==> src/atlas_rectangle_first_fit_unit_assert.svh <==
// Assertion macros for the rectangle packer.
`ifndef ATLAS_RECTANGLE_FIRST_FIT_UNIT_ASSERT_SVH
`define ATLAS_RECTANGLE_FIRST_FIT_UNIT_ASSERT_SVH
`ifndef SYNTHESIS
`define ARFF_ASSERT_SAME(label, clk, rst_n, cond, prop, msg) \
    label: assert property (@(posedge clk) disable iff (!rst_n) (cond) |-> (prop)) \
        else $error(msg);
`define ARFF_ASSERT_NEXT(label, clk, rst_n, cond, prop, msg) \
    label: assert property (@(posedge clk) disable iff (!rst_n) (cond) |=> (prop)) \
        else $error(msg);
`else
`define ARFF_ASSERT_SAME(label, clk, rst_n, cond, prop, msg)
`define ARFF_ASSERT_NEXT(label, clk, rst_n, cond, prop, msg)
`endif
`endif

==> src/arff_pkg.sv <==
package arff_pkg;

    localparam int KEY_SLOTS = 256;
    localparam int ATLAS_MAX = 4096;
    localparam int SLOT_W    = $clog2(KEY_SLOTS);
    localparam int IDX_W     = SLOT_W + 1;
    localparam int DIM_W     = 13;
    localparam int POS_W     = 12;
    localparam int KEY_W     = 8;

    typedef enum logic [1:0] {
        OP_PLACE,
        OP_REMOVE,
        OP_EVICT,
        OP_NONE
    } op_t;

    typedef enum logic [3:0] {
        ST_IDLE,
        ST_DECODE,
        ST_PL_CHECK,
        ST_ROW,
        ST_CAND,
        ST_SCAN,
        ST_PL_WRITE,
        ST_REMOVE,
        ST_EVICT,
        ST_FINISH
    } state_t;

    typedef struct packed {
        logic latch_in;
        logic pl_init;
        logic row_init;
        logic scan_start;
        logic scan_run;
        logic take_hit;
        logic next_row;
        logic write_slot;
        logic do_remove;
        logic ev_start;
        logic ev_step;
        logic load_out;
    } cmd_t;

    typedef struct packed {
        op_t  op;
        logic fits;
        logic row_ok;
        logic cand_ok;
        logic have_ystep;
        logic hit;
        logic scan_done;
        logic ev_found;
        logic ev_last;
        logic out_free;
    } sts_t;

endpackage

==> src/arff_ctrl.sv <==
module arff_ctrl import arff_pkg::*;
(
    input  logic clk,
    input  logic rst_n,
    input  logic in_fire,
    input  sts_t sts,
    output logic in_ready,
    output cmd_t cmd
);

    state_t state_reg;
    state_t state_next;

    always_ff @(posedge clk or negedge rst_n)
    begin
        if (!rst_n)
        begin
            state_reg <= ST_IDLE;
        end
        else
        begin
            state_reg <= state_next;
        end
    end

    always_comb
    begin
        state_next = state_reg;
        unique case (state_reg)
            ST_IDLE:
            begin
                if (in_fire)
                    state_next = ST_DECODE;
            end
            ST_DECODE:
            begin
                unique case (sts.op)
                    OP_PLACE:  state_next = ST_PL_CHECK;
                    OP_REMOVE: state_next = ST_REMOVE;
                    OP_EVICT:  state_next = ST_EVICT;
                    default:   state_next = ST_FINISH;
                endcase
            end
            ST_PL_CHECK: state_next = sts.fits ? ST_ROW : ST_FINISH;
            ST_ROW:      state_next = sts.row_ok ? ST_CAND : ST_FINISH;
            ST_CAND:
            begin
                if (sts.cand_ok)
                    state_next = ST_SCAN;
                else if (sts.have_ystep)
                    state_next = ST_ROW;
                else
                    state_next = ST_FINISH;
            end
            ST_SCAN:
            begin
                if (sts.hit)
                    state_next = ST_CAND;
                else if (sts.scan_done)
                    state_next = ST_PL_WRITE;
            end
            ST_PL_WRITE: state_next = ST_FINISH;
            ST_REMOVE:   state_next = ST_FINISH;
            ST_EVICT:
            begin
                if (sts.ev_found || sts.ev_last)
                    state_next = ST_FINISH;
            end
            ST_FINISH:
            begin
                if (sts.out_free)
                    state_next = ST_IDLE;
            end
            default: state_next = ST_IDLE;
        endcase
    end

    always_comb
    begin
        cmd      = '0;
        in_ready = 1'b0;
        unique case (state_reg)
            ST_IDLE:
            begin
                in_ready     = 1'b1;
                cmd.latch_in = in_fire;
            end
            ST_DECODE:   cmd.ev_start = (sts.op == OP_EVICT);
            ST_PL_CHECK: cmd.pl_init = sts.fits;
            ST_ROW:      cmd.row_init = sts.row_ok;
            ST_CAND:
            begin
                cmd.scan_start = sts.cand_ok;
                cmd.next_row   = !sts.cand_ok && sts.have_ystep;
            end
            ST_SCAN:
            begin
                cmd.scan_run = 1'b1;
                cmd.take_hit = sts.hit;
            end
            ST_PL_WRITE: cmd.write_slot = 1'b1;
            ST_REMOVE:   cmd.do_remove = 1'b1;
            ST_EVICT:    cmd.ev_step = 1'b1;
            ST_FINISH:   cmd.load_out = sts.out_free;
            default:     cmd = '0;
        endcase
    end

endmodule

==> config.mk <==
export PLATFORM = sky130hd
export DESIGN_NAME = arff_ctrl
export DESIGN_NICKNAME = d
export VERILOG_FILES = /design/src/atlas_rectangle_first_fit_unit_assert.svh /design/src/arff_pkg.sv /design/src/arff_ctrl.sv
export SDC_FILE = /design/constraint.sdc
export NUM_CORES = 1
export LEC_CHECK = 0
export BUFFER_PORTS_ARGS = -buffer_cell sky130_fd_sc_hd__buf_2
export CAP_MARGIN = 20
export CELL_PAD_IN_SITES_DETAIL_PLACEMENT = 0
export CELL_PAD_IN_SITES_GLOBAL_PLACEMENT = 2
export CORE_MARGIN = 10
export CORE_UTILIZATION = 20
export DETAILED_ROUTE_END_ITERATION = 8
export PLACE_DENSITY = 0.82
export SLEW_MARGIN = 5
export SYNTH_ARGS = -nofsm -noshare
export SYNTH_HDL_FRONTEND = slang
export SYNTH_SLANG_ARGS = --single-unit
==> constraint.sdc <==
create_clock -name clk -period 1.75 [get_ports clk]
set_input_delay 0.175 -clock clk [delete_from_list [all_inputs] [get_ports clk]]
set_output_delay 0.175 -clock clk [all_outputs]
set_load 0.03 [all_outputs]
==> results of run 1 <==
[Yosys cell counts]
master,instances
a21oi_1,2
nor4b_1,1
o31ai_1,1
and3_1,2
a2bb2oi_1,1
buf_6,1
or3_1,1
and4_1,3
dfrtp_1,4
a221oi_1,3
nand2b_1,3
buf_2,3
nand2_1,4
o21ai_0,3
nand3_1,1
nor3_1,1
nor2b_1,3
mux2i_1,1
o22ai_1,1
nor2_1,10
nor4_1,2
and4bb_2,1
o21ai_1,1
o2bb2ai_1,1
and2_1,3
inv_1,6
or3_4,1
a32oi_1,1
[cells by family (layout without fill, tap and decap cells)]
| family | Yosys count | count (layout) | share of synthesized area [%] |
|---|---|---|---|
| AOI/OAI and AO/OA | 14 | 14 | 20.76 |
| muxes | 1 | 1 | 2.156 |
| DFF | 4 | 4 | 21.56 |
| buffers and inverters | 10 | 40 | 10.51 |
| and+or+nand+nor | 36 | 36 | 45.01 |
[per-stage QoR]
step                util, %  TNS (ns)
floorplan                 -         0
global placement      29.02         0
detailed placement    29.02         0
CTS                   30.94         0
global route          31.45   -0.1179
finish                31.45         0
[what timing repair did]
action / CTS / global route
setup endpoints to repair: 4 / 4
hold endpoints to repair: 4 / 0
buffers inserted: 0 / 0
pin swaps: 0 / 0
gates resized for setup: 4 / 5
hold buffers: 1 / 0
[worst paths after layout]
path                                   start            to  slack (ns)
worst min-delay path                  sts[5]  state_reg[1]        0.25
min in group asynchronous              rst_n  state_reg[3]        0.27
max in group asynchronous              rst_n  state_reg[2]        1.35
worst max-delay path            state_reg[2]        cmd[1]        0.01
worst max register to register  state_reg[3]  state_reg[3]        0.33
worst min register to register  state_reg[3]  state_reg[2]        0.56
[critical path: stages, from the launching register on]
cell      delay (ns)
dfrtp_2         0.47
or3_4           0.42
nor2_1          0.19
clkbuf_4        0.24
[per-layer routing]
layer  track usage (%)  vias to the layer above  wire, um
met2             10.23                       24       661
met1             9.074                      246       781
li1                  -                      299         -
met5                 0                        -         0
met4             3.015                        0         0
met3             4.894                        0       223
[power by group]
group	total (mW)	switching (mW)	leakage, nW	internal, mW
logic	0.741	0.423	0.284	0.319
clock network	0.113	0.0363	0.0138	0.0766
registers	0.266	0.123	0.0474	0.143
[final cells by class]
cell class	instances	share of cell area (%)
well taps	28	5.036
inverters	6	3.237
repair buffers	31	25.72
clock buffers	3	3.237
flip-flops and latches	4	14.93
multi-input cells	51	47.84
==> results.py, run 1 <==
metrics = {
    "setup_path": {
        "worstSetupStartpointType": "flip-flop",
        "crit_arrival_ns": 1.56,
        "crit_type": "reg2out",
        "end_kind": "output pin",
        "rr_worst_depth": 5,
        "crit_fanout": 10,
        "required_ns": 1.57,
    },
    "placed_design": {
        "portBuffers": 26,
        "dp_hpwl_um": 1357,
        "dp.cells": 119,
        "dpl_cell_area_um2": 641.9,
        "finalWeightedCongestion": 0.7888,
        "pre_cts_ws_ns": 0.2142,
    },
    "layout": {
        "diodes": 0,
        "instances_no_fill": 123,
        "fillCellCount": 259,
        "drive_gt1_share_pct": 44.21,
        "multi_input_area_um2": 332.8,
        "mostFrequentLayoutCell": "buf_2",
        "area_growth_pct": 49.87,
        "register_area_um2": 103.9,
        "postLayoutCellArea_um2": 695.7,
        "largest_register_ffs": 4,
        "layout_common_cells": "buf_2 (24), nor2_1 (9), inv_1 (6)",
        "nNetsFinal": 111,
    },
    "global_route": {
        "grt_max_degree": 14,
        "grt_pass1_wl_um": 2732,
        "gr-total-overflow": 0,
        "grt_usage_pct": 7.502,
        "first_global_vias": 621,
        "antenna_found_initial": 0,
    },
    "clock_network": {
        "root_buffer": "clkbuf_4",
        "cts_sinks": 4,
        "cts_made_buffers": 3,
        "clk_pin_slew_worst_paths_ns": 0.04,
        "htree_levels": 1,
        "cts_tree": "done",
        "insertion_delay_ns": 0.23,
        "cts_buffer_depth": 2,
    },
    "power_and_ir_drop": {
        "p_per_area_mw_per_mm2": 1610,
        "finalPower_mw": 1.120,
        "p_leak_nw": 0.3450,
        "vdd_drop_max_uv": 793.6,
    },
    "yosys": {
        "postSynthAreaPerCell_um2": 7.141,
        "yosysSeqAreaShare_pct": 21.56,
        "ys_ff_latch": 4,
        "syn-cell-area_um2": 464.2,
        "synth_area_leaders": "dfrtp_1 (22%), nor2_1 (8.1%), a221oi_1 (5.7%), and4_1 (5.7%), inv_1 (4.9%)",
        "yosysTopAreaCellShare_pct": 21.56,
        "ys_types": 28,
        "ys_warn_count": 0,
        "netlist.top_cell.by_area": "dfrtp_1",
        "synthCells": 65,
        "syn-num-nets": 79,
    },
    "routing": {
        "drc": 0,
        "drt_iter0_markers": 19,
        "wl_um": 1667,
        "antenna_left": 0,
        "vias": 569,
        "drt-vias-per-instance": 4.626,
        "drtPass1Iterations": 4,
        "wl_per_cell_um": 13.55,
    },
    "die": {
        "fp.coreArea_mm2": 0.002212,
        "chipHeight_um": 68.18,
        "start_util_pct": 20.98,
        "die_w_um": 68.18,
        "std_cell_rows": 17,
        "io_pins": 27,
        "design.die.area_mm2": 0.004648,
    },
    "sta": {
        "holdWs_ns": 0.2525,
        "setup_viol": 0,
        "grt_setup_unrepaired": "yes",
        "fin_ws_ns": 0.01347,
        "period_minus_slack_ns": 1.737,
        "hold_viol_final": 0,
        "slew_viol_final": 0,
        "max-slew-margin-rel_pct": 81.18,
        "worst_pin_slew_ns": 0.2798,
        "max_clock_freq_mhz": 575.9,
        "fin_crit_sh_pct": 99.23,
        "fin_skew_ns": 0.001306,
    },
    "flow_run": {
        "cap_violations": 0,
    },
    "hold_path": {
        "hold_depth": 3,
        "hp-class": "in2reg",
    },
    "status": {
        "status": "completed",
    },
}
(Power assumes the default switching activity.)
==> run 2, diff against run 1 <==
- clock period: 1.75 -> 1.98 ns (I/O delays scaled with it)
==> run 2 against run 1 <==
  * Wire length shrank 4.2%
  * First-iteration DRC count shrank 42%
  * Sequential cell count is the same
  * Cell count shrank 2.4%
  * Largest power group unchanged
==> results.py, run 2 (synthesized netlist as in run 1, its figures left out) <==
metrics = {
    "status": {
        "status": "completed",
    },
    "clock_network": {
        "root_buffer": "clkbuf_4",
        "htree_levels": 1,
        "insertion_delay_ns": 0.23,
        "clk_pin_slew_worst_paths_ns": 0.04,
        "postCtsSetupRepairBufs": 0,
        "cts_sinks": 4,
        "cts_tree": "done",
        "cts_made_buffers": 3,
        "cts_buffer_depth": 2,
    },
    "die": {
        "io_pins": 27,
        "std_cell_rows": 17,
        "start_util_pct": 20.98,
        "die_w_um": 68.18,
        "chipHeight_um": 68.18,
        "design.die.area_mm2": 0.004648,
        "fp.coreArea_mm2": 0.002212,
    },
    "routing": {
        "wl_um": 1597,
        "drc": 0,
        "drtPass1Iterations": 4,
        "drt-vias-per-instance": 4.683,
        "wl_per_cell_um": 13.31,
        "vias": 562,
        "drt_iter0_markers": 11,
        "antenna_left": 0,
    },
    "setup_path": {
        "slowest_delay_ns": 0.50,
        "crit_arrival_ns": 1.63,
        "timing.rr.start": "state_reg[2]",
        "crit_fanout": 10,
        "crit_path_top_delay_cell": "dfrtp_1",
        "rr_worst_depth": 4,
        "r2r_slack_ns": 0.53,
        "crit_type": "reg2out",
        "end_kind": "output pin",
        "worstSetupStartpointType": "flip-flop",
        "crit-reg2reg-capture": "state_reg[1]",
        "crit_buf_inv": 1,
        "required_ns": 1.78,
        "path_cells": "or3_4 > nor2_1 > buf_2",
        "path_delay_family": "simple AND/OR/NAND/NOR gates",
    },
    "sta": {
        "max_clock_freq_mhz": 548.5,
        "slew_viol_final": 0,
        "worst_pin_slew_ns": 0.3737,
        "max-slew-margin-rel_pct": 75.09,
        "period_minus_slack_ns": 1.823,
        "grt_setup_unrepaired": "no",
        "fin_crit_sh_pct": 92.08,
        "tns_ns": 0,
        "fin_skew_ns": 0.0004765,
        "hold_viol_final": 0,
        "setup_viol": 0,
        "holdWs_ns": 0.2839,
    },
    "power_and_ir_drop": {
        "vdd_drop_max_uv": 589.0,
        "p_sw_mw": 0.4931,
        "clkPwrFrac_pct": 10.5,
        "comb_power_share_pct": 65.4,
        "switching_share_pct": 53.48,
        "p_int_mw": 0.4290,
        "p_per_area_mw_per_mm2": 1417,
        "p_leak_nw": 0.3283,
        "seq_power_share_pct": 24.1,
    },
    "hold_path": {
        "hold_depth": 3,
        "hold_end": "state_reg[1]",
        "worstHoldStart": "sts[5]",
        "hp-class": "in2reg",
    },
    "placed_design": {
        "portBuffers": 26,
        "dp_hpwl_um": 1303,
        "finalWeightedCongestion": 0.8623,
    },
    "flow_run": {
        "cap_violations": 0,
    },
    "global_route": {
        "first_global_vias": 564,
        "grt_max_degree": 18,
        "grt_usage_pct": 6.974,
        "grt_pass1_wl_um": 2456,
        "gr-total-overflow": 0,
        "antenna_found_initial": 0,
    },
    "layout": {
        "fillCellCount": 268,
        "mostFrequentLayoutCell": "buf_2",
        "largest_register_ffs": 4,
        "nNetsFinal": 108,
        "layout_common_cells": "buf_2 (26), nor2_1 (10), inv_1 (6), nand2_1 (4)",
        "multi_input_area_um2": 321.6,
        "diodes": 0,
        "final_util_pct": 29.41,
        "area_growth_pct": 40.16,
        "drive_gt1_share_pct": 36.96,
        "register_area_um2": 101.3,
    },
}
## run 2: cell types whose count changed in the layout (fill, tap and decap cells not counted), sizes merged
| cell | change |
|---|---|
| buf | -2 |
| clkbuf | -1 |
## run 2: power by group through the flow
stage / sequential (mW) / clock [mW] / combinational, mW
2_1_floorplan: 0.147 / 0 / 0.528
3_3_place_gp: 0.215 / 0 / 0.607
3_5_place_dp: 0.216 / 0 / 0.599
4_1_cts: 0.216 / 0.102 / 0.603
5_1_grt: 0.234 / 0.104 / 0.664
6_report: 0.222 / 0.0969 / 0.603
## run 2: how the worst max path moves through the flow
stage                            start  slack (ns)      end  cells past startpoint
final                     state_reg[2]        0.16   cmd[1]                      3
after floorplan           state_reg[2]        0.09  cmd[11]                      4
after CTS                 state_reg[2]        0.04   cmd[5]                      4
after detailed placement  state_reg[2]        0.29   cmd[5]                      4
after global placement    state_reg[2]        0.32   cmd[5]                      4
after global routing      state_reg[2]        0.07   cmd[5]                      4
## run 2: what timing repair did
| action | 4_1_cts | 5_1_grt |
|---|---|---|
| endpoints found under the setup margin | 0 | 1 |
| resized for setup | 0 | 2 |
| endpoints found under the hold margin | 4 | 0 |
| hold buffers | 1 | 0 |
## run 2: final cells by class
class	instances	area share, %
Multi-Input combinational cell	51	49.42
Timing Repair Buffer	28	22.69
Clock buffer	3	3.462
Sequential cell	4	15.58
Inverter	6	3.462
Tap cell	28	5.385
## run 2: tightest hold or removal path, stage by stage
cell,delay [ns]
buf_2,0.10
a221oi_1,0.07
nor2_1,0.09
## run 2: stage by stage
step | power [mW] | worst slack, ns | instances | cell area (um^2)
final | 0.9220 | 0.1568 | 120 | 650.6
after global routing | 1.002 | 0.06618 | 120 | 650.6
after CTS | 0.9208 | 0.04115 | 120 | 643.1
after detailed placement | 0.8151 | 0.2919 | 116 | 610.6
after global placement | 0.8215 | 0.3154 | 116 | 610.6
after floorplan | 0.6745 | 0.09476 | 65 | 464.2
## run 2: per-layer routing
metal / part of all wire (%) / global-route usage, % / vias up
met5: 0 / 0 / -
met4: 0 / 4.523 / 0
met3: 14 / 4.241 / 0
met2: 40 / 8.953 / 28
met1: 46 / 8.418 / 245
li1: - / - / 289
